**config.mk**
```make
export PLATFORM = sky130hd
export DESIGN_NAME = udp_socket_demux_table
export DESIGN_NICKNAME = d
export VERILOG_FILES = /design/src/hdl/udpsd_pkg.sv /design/src/hdl/udpsd_cmp.sv /design/src/hdl/udp_socket_demux_table.sv
export SDC_FILE = /design/constraint.sdc
export NUM_CORES = 1
export LEC_CHECK = 0
export BUFFER_PORTS_ARGS = -buffer_cell sky130_fd_sc_hd__buf_2
export CAP_MARGIN = 25
export CORE_MARGIN = 3
export CORE_UTILIZATION = 59
export DETAILED_ROUTE_END_ITERATION = 8
export GPL_TIMING_DRIVEN = 1
export PLACE_DENSITY = 0.84
export SYNTH_ARGS = -nofsm -noshare
export SYNTH_HDL_FRONTEND = slang
export SYNTH_SLANG_ARGS = --single-unit
```
**constraint.sdc**
```tcl
create_clock -name clk -period 7.4 [get_ports clk]
set_input_delay 1.11 -clock clk [delete_from_list [all_inputs] [get_ports clk]]
set_output_delay 1.11 -clock clk [all_outputs]
set_load 0.02 [all_outputs]
```
**src/hdl/udpsd_pkg.sv**
```systemverilog
// ----------------------------------------------------------------------------
// udpsd_pkg
// Shared types and constants of the UDP socket demultiplexer table.
// ----------------------------------------------------------------------------
package udpsd_pkg;

  localparam int SOCK_CNT = 8;
  localparam int SOCK_W   = (SOCK_CNT > 1) ? $clog2(SOCK_CNT) : 1;
  localparam int SNUM_W   = 4;
  localparam int OWNER_W  = 3;

  localparam logic [SNUM_W-1:0] NO_SOCKET    = SNUM_W'(SOCK_CNT);
  localparam logic [31:0]       ALL_ONES_IP  = 32'hffff_ffff;
  localparam logic [47:0]       ALL_ONES_MAC = 48'hffff_ffff_ffff;
  localparam logic [15:0]       HEADER_BYTES = 16'd8;

  typedef enum logic [1:0] {
    MODE_OPEN    = 2'd0,
    MODE_CLOSE   = 2'd1,
    MODE_RX      = 2'd2,
    MODE_RELEASE = 2'd3
  } mode_t;

  typedef enum logic [2:0] {
    ST_OK        = 3'd0,
    ST_NO_FREE   = 3'd1,
    ST_NO_MATCH  = 3'd2,
    ST_BAD_CSUM  = 3'd3,
    ST_BUSY      = 3'd4,
    ST_BAD_INDEX = 3'd5
  } status_t;

  typedef enum logic [1:0] {
    FSM_IDLE,
    FSM_SCAN,
    FSM_DONE
  } fsm_t;

  typedef enum logic [0:0] {
    CFG_OWN_IP      = 1'b0,
    CFG_SUBNET_MASK = 1'b1
  } cfg_reg_t;

  // Result of comparing one table entry against the held request.
  typedef struct packed {
    logic free;
    logic match;
  } cmp_res_t;

endpackage

```
**src/hdl/udpsd_cmp.sv**
```systemverilog
// ----------------------------------------------------------------------------
// udpsd_cmp
// Shared entry compare unit: free test and header match for one entry.
// ----------------------------------------------------------------------------
module udpsd_cmp (
  input  logic [15:0]         entry_port,
  input  logic [31:0]         entry_peer_ip,
  input  logic [15:0]         hdr_port,
  input  logic [31:0]         remote_ip,
  input  logic [31:0]         own_ip,
  input  logic [31:0]         subnet_mask,
  output udpsd_pkg::cmp_res_t res
);

  logic [31:0] bcast;
  logic        peer_ok;

  always_comb begin
    bcast   = own_ip | ~subnet_mask;
    peer_ok = (entry_peer_ip == remote_ip) || (entry_peer_ip == bcast) ||
              (entry_peer_ip == udpsd_pkg::ALL_ONES_IP);
    res.free  = (entry_port == 16'd0);
    // a zero port is free and never matches
    res.match = (entry_port != 16'd0) && (entry_port == hdr_port) && peer_ok;
  end

endmodule

```
**src/hdl/udp_socket_demux_table.sv**
```systemverilog
// ----------------------------------------------------------------------------
// udp_socket_demux_table
// UDP socket table: open, close, header demultiplexing and one pending packet.
// ----------------------------------------------------------------------------
// Usage:
//   Input channel (in_valid / in_stall) carries one request per transfer:
//   open, close, received header or release, selected by in_mode.
//   Result channel (out_valid / out_stall) returns exactly one result per
//   request: status, socket number and the pending-packet view afterwards.
//   Config port (cfg_valid / cfg_ready, cfg_index, cfg_data) writes own_ip
//   (index 0) and subnet_mask (index 1); cfg_ready is high whenever reset is
//   released. Write it only while no request is in flight.
// Timing:
//   Open and received header walk the table one entry per cycle through a
//   single compare unit, visiting 1 to 8 entries; close, release and a
//   header while busy skip the walk.
//   in_stall is high during reset and from the accepted transfer until the
//   result is loaded into the output register; the next request may enter
//   while that result still waits.
// Reset (rst_n low, synchronous): all entries free, nothing pending,
//   own_ip 0, subnet_mask all ones, output empty.
// Stall: a stalled result holds in the output register; the sequencer then
//   waits in its final step, so in_stall stays high until room appears.
// ----------------------------------------------------------------------------
module udp_socket_demux_table (
  input  logic        clk,
  input  logic        rst_n,
  // input channel
  input  logic        in_valid,
  output logic        in_stall,
  input  logic [1:0]  in_mode,
  input  logic [3:0]  in_socket_index,
  input  logic [15:0] in_local_port,
  input  logic [15:0] in_remote_port,
  input  logic [31:0] in_remote_ip,
  input  logic [47:0] in_remote_mac,
  input  logic        in_any_remote,
  input  logic [31:0] in_dest_ip,
  input  logic [15:0] in_payload_length,
  input  logic        in_checksum_valid,
  // result channel
  output logic        out_valid,
  input  logic        out_stall,
  output logic [2:0]  out_status,
  output logic [3:0]  out_socket_number,
  output logic        out_pending_valid,
  output logic [2:0]  out_pending_socket,
  output logic [15:0] out_pending_length,
  // configuration
  input  logic        cfg_valid,
  output logic        cfg_ready,
  input  logic        cfg_index,
  input  logic [31:0] cfg_data
);

  localparam int N = udpsd_pkg::SOCK_CNT;
  localparam int W = udpsd_pkg::SOCK_W;

  // configuration registers
  logic [31:0] own_ip_r;
  logic [31:0] subnet_mask_r;

  // socket table
  logic [15:0] entry_port_r       [N];
  logic [15:0] entry_reply_port_r [N];
  logic [31:0] entry_peer_ip_r    [N];
  logic [47:0] entry_peer_mac_r   [N];
  logic [31:0] entry_last_dest_r  [N];

  // pending packet
  logic        pend_r,  pend_nxt;
  logic [2:0]  owner_r, owner_nxt;
  logic [15:0] held_r,  held_nxt;

  // held request
  udpsd_pkg::mode_t mode_r;
  logic [3:0]  sidx_r;
  logic [15:0] lport_r;
  logic [15:0] rport_r;
  logic [31:0] rip_r;
  logic [47:0] rmac_r;
  logic        any_r;
  logic [31:0] dip_r;
  logic [15:0] plen_r;
  logic        csum_r;

  // sequencer
  udpsd_pkg::fsm_t state_r, state_nxt;
  logic [W-1:0] idx_r, idx_nxt;
  logic         found_r, found_nxt;

  // output register
  logic        out_valid_r, out_valid_nxt;
  logic [2:0]  out_status_r, out_status_nxt;
  logic [3:0]  out_sock_r, out_sock_nxt;

  // table update strobes
  logic        wr_open, wr_rx, wr_learn, wr_close;
  logic        in_xfer, out_room, close_bad;
  logic [W-1:0] sidx_w;

  udpsd_pkg::cmp_res_t cmp_res;

  udpsd_cmp u_cmp (
    .entry_port    (entry_port_r[idx_r]),
    .entry_peer_ip (entry_peer_ip_r[idx_r]),
    .hdr_port      (lport_r),
    .remote_ip     (rip_r),
    .own_ip        (own_ip_r),
    .subnet_mask   (subnet_mask_r),
    .res           (cmp_res)
  );

  // hold off requests and writes while reset is applied
  assign in_stall  = !rst_n || (state_r != udpsd_pkg::FSM_IDLE);
  assign in_xfer   = in_valid && !in_stall;
  assign out_room  = !out_valid_r || !out_stall;
  assign cfg_ready = rst_n;
  assign sidx_w    = sidx_r[W-1:0];
  assign close_bad = ({28'd0, sidx_r} >= 32'(N));

  // configuration writes
  always_ff @(posedge clk) begin
    if (!rst_n) begin
      own_ip_r      <= 32'd0;
      subnet_mask_r <= udpsd_pkg::ALL_ONES_IP;
    end else if (cfg_valid && cfg_ready) begin
      case (udpsd_pkg::cfg_reg_t'(cfg_index))
        udpsd_pkg::CFG_OWN_IP:      own_ip_r      <= cfg_data;
        udpsd_pkg::CFG_SUBNET_MASK: subnet_mask_r <= cfg_data;
        default: ;
      endcase
    end
  end

  // capture the request on transfer
  always_ff @(posedge clk) begin
    if (in_xfer) begin
      mode_r  <= udpsd_pkg::mode_t'(in_mode);
      sidx_r  <= in_socket_index;
      lport_r <= in_local_port;
      rport_r <= in_remote_port;
      rip_r   <= in_remote_ip;
      rmac_r  <= in_remote_mac;
      any_r   <= in_any_remote;
      dip_r   <= in_dest_ip;
      plen_r  <= in_payload_length;
      csum_r  <= in_checksum_valid;
    end
  end

  // sequencer: next state, result and table strobes
  always_comb begin
    state_nxt      = state_r;
    idx_nxt        = idx_r;
    found_nxt      = found_r;
    pend_nxt       = pend_r;
    owner_nxt      = owner_r;
    held_nxt       = held_r;
    out_valid_nxt  = out_valid_r && out_stall;
    out_status_nxt = out_status_r;
    out_sock_nxt   = out_sock_r;
    wr_open        = 1'b0;
    wr_rx          = 1'b0;
    wr_learn       = 1'b0;
    wr_close       = 1'b0;

    case (state_r)
      udpsd_pkg::FSM_IDLE: begin
        if (in_xfer) begin
          idx_nxt   = '0;
          found_nxt = 1'b0;
          if ((in_mode == udpsd_pkg::MODE_OPEN) ||
              ((in_mode == udpsd_pkg::MODE_RX) && !pend_r)) begin
            state_nxt = udpsd_pkg::FSM_SCAN;
          end else begin
            state_nxt = udpsd_pkg::FSM_DONE;
          end
        end
      end

      udpsd_pkg::FSM_SCAN: begin
        // stop at the lowest hit; otherwise advance until the last entry
        if (((mode_r == udpsd_pkg::MODE_OPEN) && cmp_res.free) ||
            ((mode_r == udpsd_pkg::MODE_RX) && cmp_res.match)) begin
          found_nxt = 1'b1;
          state_nxt = udpsd_pkg::FSM_DONE;
        end else if (idx_r == W'(N - 1)) begin
          state_nxt = udpsd_pkg::FSM_DONE;
        end else begin
          idx_nxt = idx_r + W'(1);
        end
      end

      udpsd_pkg::FSM_DONE: begin
        if (out_room) begin
          out_valid_nxt  = 1'b1;
          out_status_nxt = udpsd_pkg::ST_OK;
          out_sock_nxt   = udpsd_pkg::NO_SOCKET;
          state_nxt      = udpsd_pkg::FSM_IDLE;
          case (mode_r)
            udpsd_pkg::MODE_OPEN: begin
              if (found_r) begin
                wr_open      = 1'b1;
                out_sock_nxt = 4'(idx_r);
              end else begin
                out_status_nxt = udpsd_pkg::ST_NO_FREE;
              end
            end
            udpsd_pkg::MODE_CLOSE: begin
              if (close_bad) begin
                out_status_nxt = udpsd_pkg::ST_BAD_INDEX;
              end else begin
                wr_close     = 1'b1;
                out_sock_nxt = sidx_r;
                if (pend_r && ({1'b0, owner_r} == sidx_r)) begin
                  pend_nxt  = 1'b0;
                  owner_nxt = 3'd0;
                  held_nxt  = 16'd0;
                end
              end
            end
            udpsd_pkg::MODE_RX: begin
              if (pend_r) begin
                out_status_nxt = udpsd_pkg::ST_BUSY;
              end else if (!found_r) begin
                out_status_nxt = udpsd_pkg::ST_NO_MATCH;
              end else if (!csum_r) begin
                out_status_nxt = udpsd_pkg::ST_BAD_CSUM;
              end else begin
                wr_rx        = 1'b1;
                wr_learn     = (entry_peer_ip_r[idx_r] == udpsd_pkg::ALL_ONES_IP);
                pend_nxt     = 1'b1;
                owner_nxt    = 3'(idx_r);
                held_nxt     = (plen_r < udpsd_pkg::HEADER_BYTES) ? 16'd0
                               : plen_r - udpsd_pkg::HEADER_BYTES;
                out_sock_nxt = 4'(idx_r);
              end
            end
            udpsd_pkg::MODE_RELEASE: begin
              if (pend_r) begin
                out_sock_nxt = {1'b0, owner_r};
                pend_nxt     = 1'b0;
                owner_nxt    = 3'd0;
                held_nxt     = 16'd0;
              end
            end
            default: ;
          endcase
        end
      end

      default: state_nxt = udpsd_pkg::FSM_IDLE;
    endcase
  end

  // control registers
  always_ff @(posedge clk) begin
    if (!rst_n) begin
      state_r     <= udpsd_pkg::FSM_IDLE;
      idx_r       <= '0;
      found_r     <= 1'b0;
      pend_r      <= 1'b0;
      owner_r     <= 3'd0;
      held_r      <= 16'd0;
      out_valid_r <= 1'b0;
    end else begin
      state_r     <= state_nxt;
      idx_r       <= idx_nxt;
      found_r     <= found_nxt;
      pend_r      <= pend_nxt;
      owner_r     <= owner_nxt;
      held_r      <= held_nxt;
      out_valid_r <= out_valid_nxt;
    end
  end

  // result payload
  always_ff @(posedge clk) begin
    out_status_r <= out_status_nxt;
    out_sock_r   <= out_sock_nxt;
  end

  // entry ports: zero marks a free entry
  always_ff @(posedge clk) begin
    if (!rst_n) begin
      for (int i = 0; i < N; i++) begin
        entry_port_r[i] <= 16'd0;
      end
    end else if (wr_open) begin
      entry_port_r[idx_r] <= lport_r;
    end else if (wr_close) begin
      entry_port_r[sidx_w] <= 16'd0;
    end
  end

  // entry payload, no reset: a free entry is never read
  always_ff @(posedge clk) begin
    if (wr_open) begin
      entry_reply_port_r[idx_r] <= rport_r;
      entry_peer_ip_r[idx_r]    <= any_r ? udpsd_pkg::ALL_ONES_IP  : rip_r;
      entry_peer_mac_r[idx_r]   <= any_r ? udpsd_pkg::ALL_ONES_MAC : rmac_r;
    end else if (wr_rx) begin
      entry_reply_port_r[idx_r] <= rport_r;
      entry_last_dest_r[idx_r]  <= dip_r;
      // a broadcast entry learns its peer from the first packet
      if (wr_learn) begin
        entry_peer_ip_r[idx_r]  <= rip_r;
        entry_peer_mac_r[idx_r] <= rmac_r;
      end
    end
  end

  assign out_valid          = out_valid_r;
  assign out_status         = out_status_r;
  assign out_socket_number  = out_sock_r;
  assign out_pending_valid  = pend_r;
  assign out_pending_socket = owner_r;
  assign out_pending_length = held_r;

endmodule

```
==> flow_summary.toml <==
[sta]
period_share_pct = 77.6
drv_slew = 0
maxSlewHeadroom_pct = 28.3
finalSetupViolations = 0
fin_setup_tns_ps = 0
tightest_slew_ps = 1060
fmax_mhz = 174
hold_slack_ps = 457
finClkSkew_ps = 32.7
hold_viol_final = 0
grt_setup_unrepaired = "no"
fin_crit_ps = 5740

[clock_tree]
holdBufCountCts = 0
cts_buffers = 54
cts_setup_buffers = 0
tritoncts = "built"
cts.clk_slew.worst_paths_ps = 60
cts_resized = 0
clock_latency_ps = 620
clock_sink_count = 557
cts_buffer_depth = 3
htree_levels = 2
root_buffer = "clkbuf_16"

[synthesis]
synth_top_area_share_pct = 59.0
synthTopCellsByCount = "edfxtp_1 (463), nor2_1 (218), nand2_1 (151)"
ys_async_sr_fraction_pct = 0
syn-cell-area_um2 = 23600
yosysTopAreaCell = "edfxtp_1"
synth_edf_count = 463
ys_warn_count = 0
yosysMostFrequentCell = "edfxtp_1"
ys_dominant_reg_cell = "edfxtp_1"
yosys-top-cells-area = "edfxtp_1 (59%), dfxtp_1 (8.0%), mux4_2 (6.1%)"
postSynthAreaPerCell_um2 = 14.0
ys_types = 68
synth-seq-cells = 557
seq_area_frac_synth_pct = 66.9
syn_nets = 1898
netlist_instances = 1689

[setup_path]
required_ps = 7700
crit_end = "entry_peer_ip_r[5][30]"
r2r_slack_ps = 1660
crit_family = "simple AND/OR/NAND/NOR gates"
path_max_fanout = 52
reg2regPathDepth = 11
setup.worst_path.class = "register to register"
start_kind = "register"
endpoint_kind = "register"
max_stage_delay_ps = 930
cpMostUsedCell = "buf_4"
critPathBufInv = 2
worstSetupPathDepth = 11
arrival_ps = 6040
cp_slowest_cell = "nor4bb_1"
cp_cell_sequence = "buf_4 > mux2i_1 > a2111oi_0 > a311oi_1 > nor2_1 > nor4bb_1 > nand2b_1 > a21oi_1 > nand2_1 > nor2_4 > buf_4"
reg2reg_to = "entry_peer_ip_r[5][30]"

[die]
die_area_um2 = 42400
rows = 72
io_pins = 236
initial_utilization_pct = 60.3
die-height_um = 206
coreArea_um2 = 39100
dieWidth_um = 206

[routing]
drc = 0
via_per_inst = 6.34
dr.pass1.iters = 6
drt-initial-drc-count = 2093
via_count = 15100
avgRoutedWirePerCell_um = 23.6
routed_wl_um = 56300
postRouteAntennaNets = 0

[run]
max-cap-violations = 0

[placement]
dp_hpwl_um = 35900
port_buffers = 139
gp_congestion = 0.866

[grt]
grt_max_degree = 72
gr-total-overflow = 0
antenna_found_initial = 1
grt_pass1_vias = 15100
grt_pass1_wl_um = 85300
track_usage_pct = 26.6

[cells_and_area]
drive_gt1_share_pct = 18.1
area_growth_pct = 12.3
nets = 2035
final_util_pct = 67.7
n_antenna_cell = 0

[worst_hold_path]
worstHoldStart = "own_ip_r[6]"
min_path_type = "register to register"

[power]
power.density_nw_per_um2 = 269
peakVddDrop_mv = 0.206
leakage_nw = 9.29

[outcome]
outcome = "complete, no violations"
==> tightest hold or removal path: stages (launching register included) <==
cell and delay (ps):
dfxtp_1 300, nand2_1 40, o21ai_0 60
==> metal layers <==
| metal | track usage (%) | vias to the layer above | wire (µm) |
|---|---|---|---|
| li1 | - | 6546 | - |
| met1 | 36.8 | 7369 | 21300 |
| met2 | 42.2 | 1073 | 26300 |
| met3 | 6.41 | 142 | 6960 |
| met4 | 8.95 | 0 | 1730 |
| met5 | 0 | - | 0 |
==> worst min-delay path by stage <==
stage / endpoint / cells past startpoint / slack, ps
final: own_ip_r[6] / 2 / 460
after floorplan: own_ip_r[13] / 2 / 430
after global placement: out_pending_length[11] / 2 / 440
after global routing: subnet_mask_r[15] / 2 / 470
after CTS: out_pending_length[13] / 2 / 460
after detailed placement: out_pending_length[1] / 2 / 450
==> sequential cells by signal (all words and copies together) (netlist names), 16 cells and up, named ones only <==
signal	cells
entry_peer_ip_r	256
entry_port_r	128
lport_r	16
out_pending_length	16
own_ip_r	32
plen_r	16
rip_r	32
subnet_mask_r	32
==> cell families after synthesis <==
family	after synthesis	synth area share, %
buffers and inverters	130	2.79
multiplexers	182	11.3
AND/OR/NAND/NOR	560	10.9
AO/OA/AOI/OAI	171	4.64
adder cells (fa/ha/maj)	3	0.159
flip-flops	557	66.9
XOR/XNOR	86	3.19
==> area by class of cell <==
type / instances / area [µm²]
flip-flops and latches: 557 / 15800
well taps: 518 / 648
clock inverters: 23 / 238
clock buffers: 76 / 1490
multi-input cells: 1002 / 7210
repair buffers: 166 / 923
fillers: 2573 / 12600
inverters: 45 / 169
==> cell usage in the layout, fill, tap and decap left out, types with 22 or more instances in the layout <==
| cell type | instances |
|---|---|
| nand2_1 | 151 |
| dfxtp_1 | 91 |
| xor2_1 | 45 |
| mux2i_1 | 109 |
| inv_1 | 43 |
| o21ai_0 | 44 |
| nand3_1 | 38 |
| a21oi_1 | 36 |
| mux4_2 | 64 |
| buf_4 | 25 |
| buf_2 | 139 |
| edfxtp_1 | 463 |
| xnor2_1 | 41 |
| nor2_1 | 210 |
| clkbuf_16 | 54 |
| nor3_1 | 22 |
| a31oi_1 | 33 |
| nand2b_1 | 52 |
==> report_power, final <==
| part | internal [W] | switching [W] |
|---|---|---|
| logic | 0.000253 | 0.000481 |
| clock network | 0.00155 | 0.00116 |
| registers | 0.00358 | 0.000112 |
==> stage by stage <==
stage / total power [W] / instance area, µm² / cells / worst slack [ps]
after floorplan: 0.00422 / 23600 / 1689 / 1600
after global placement: 0.00443 / 24700 / 2286 / 1950
after detailed placement: 0.00447 / 24700 / 2287 / 1800
after CTS: 0.00713 / 26500 / 2386 / 1770
after global routing: 0.00733 / 26500 / 2387 / 1390
final: 0.00713 / 26500 / 2387 / 1660
(Power assumes the default switching activity.)
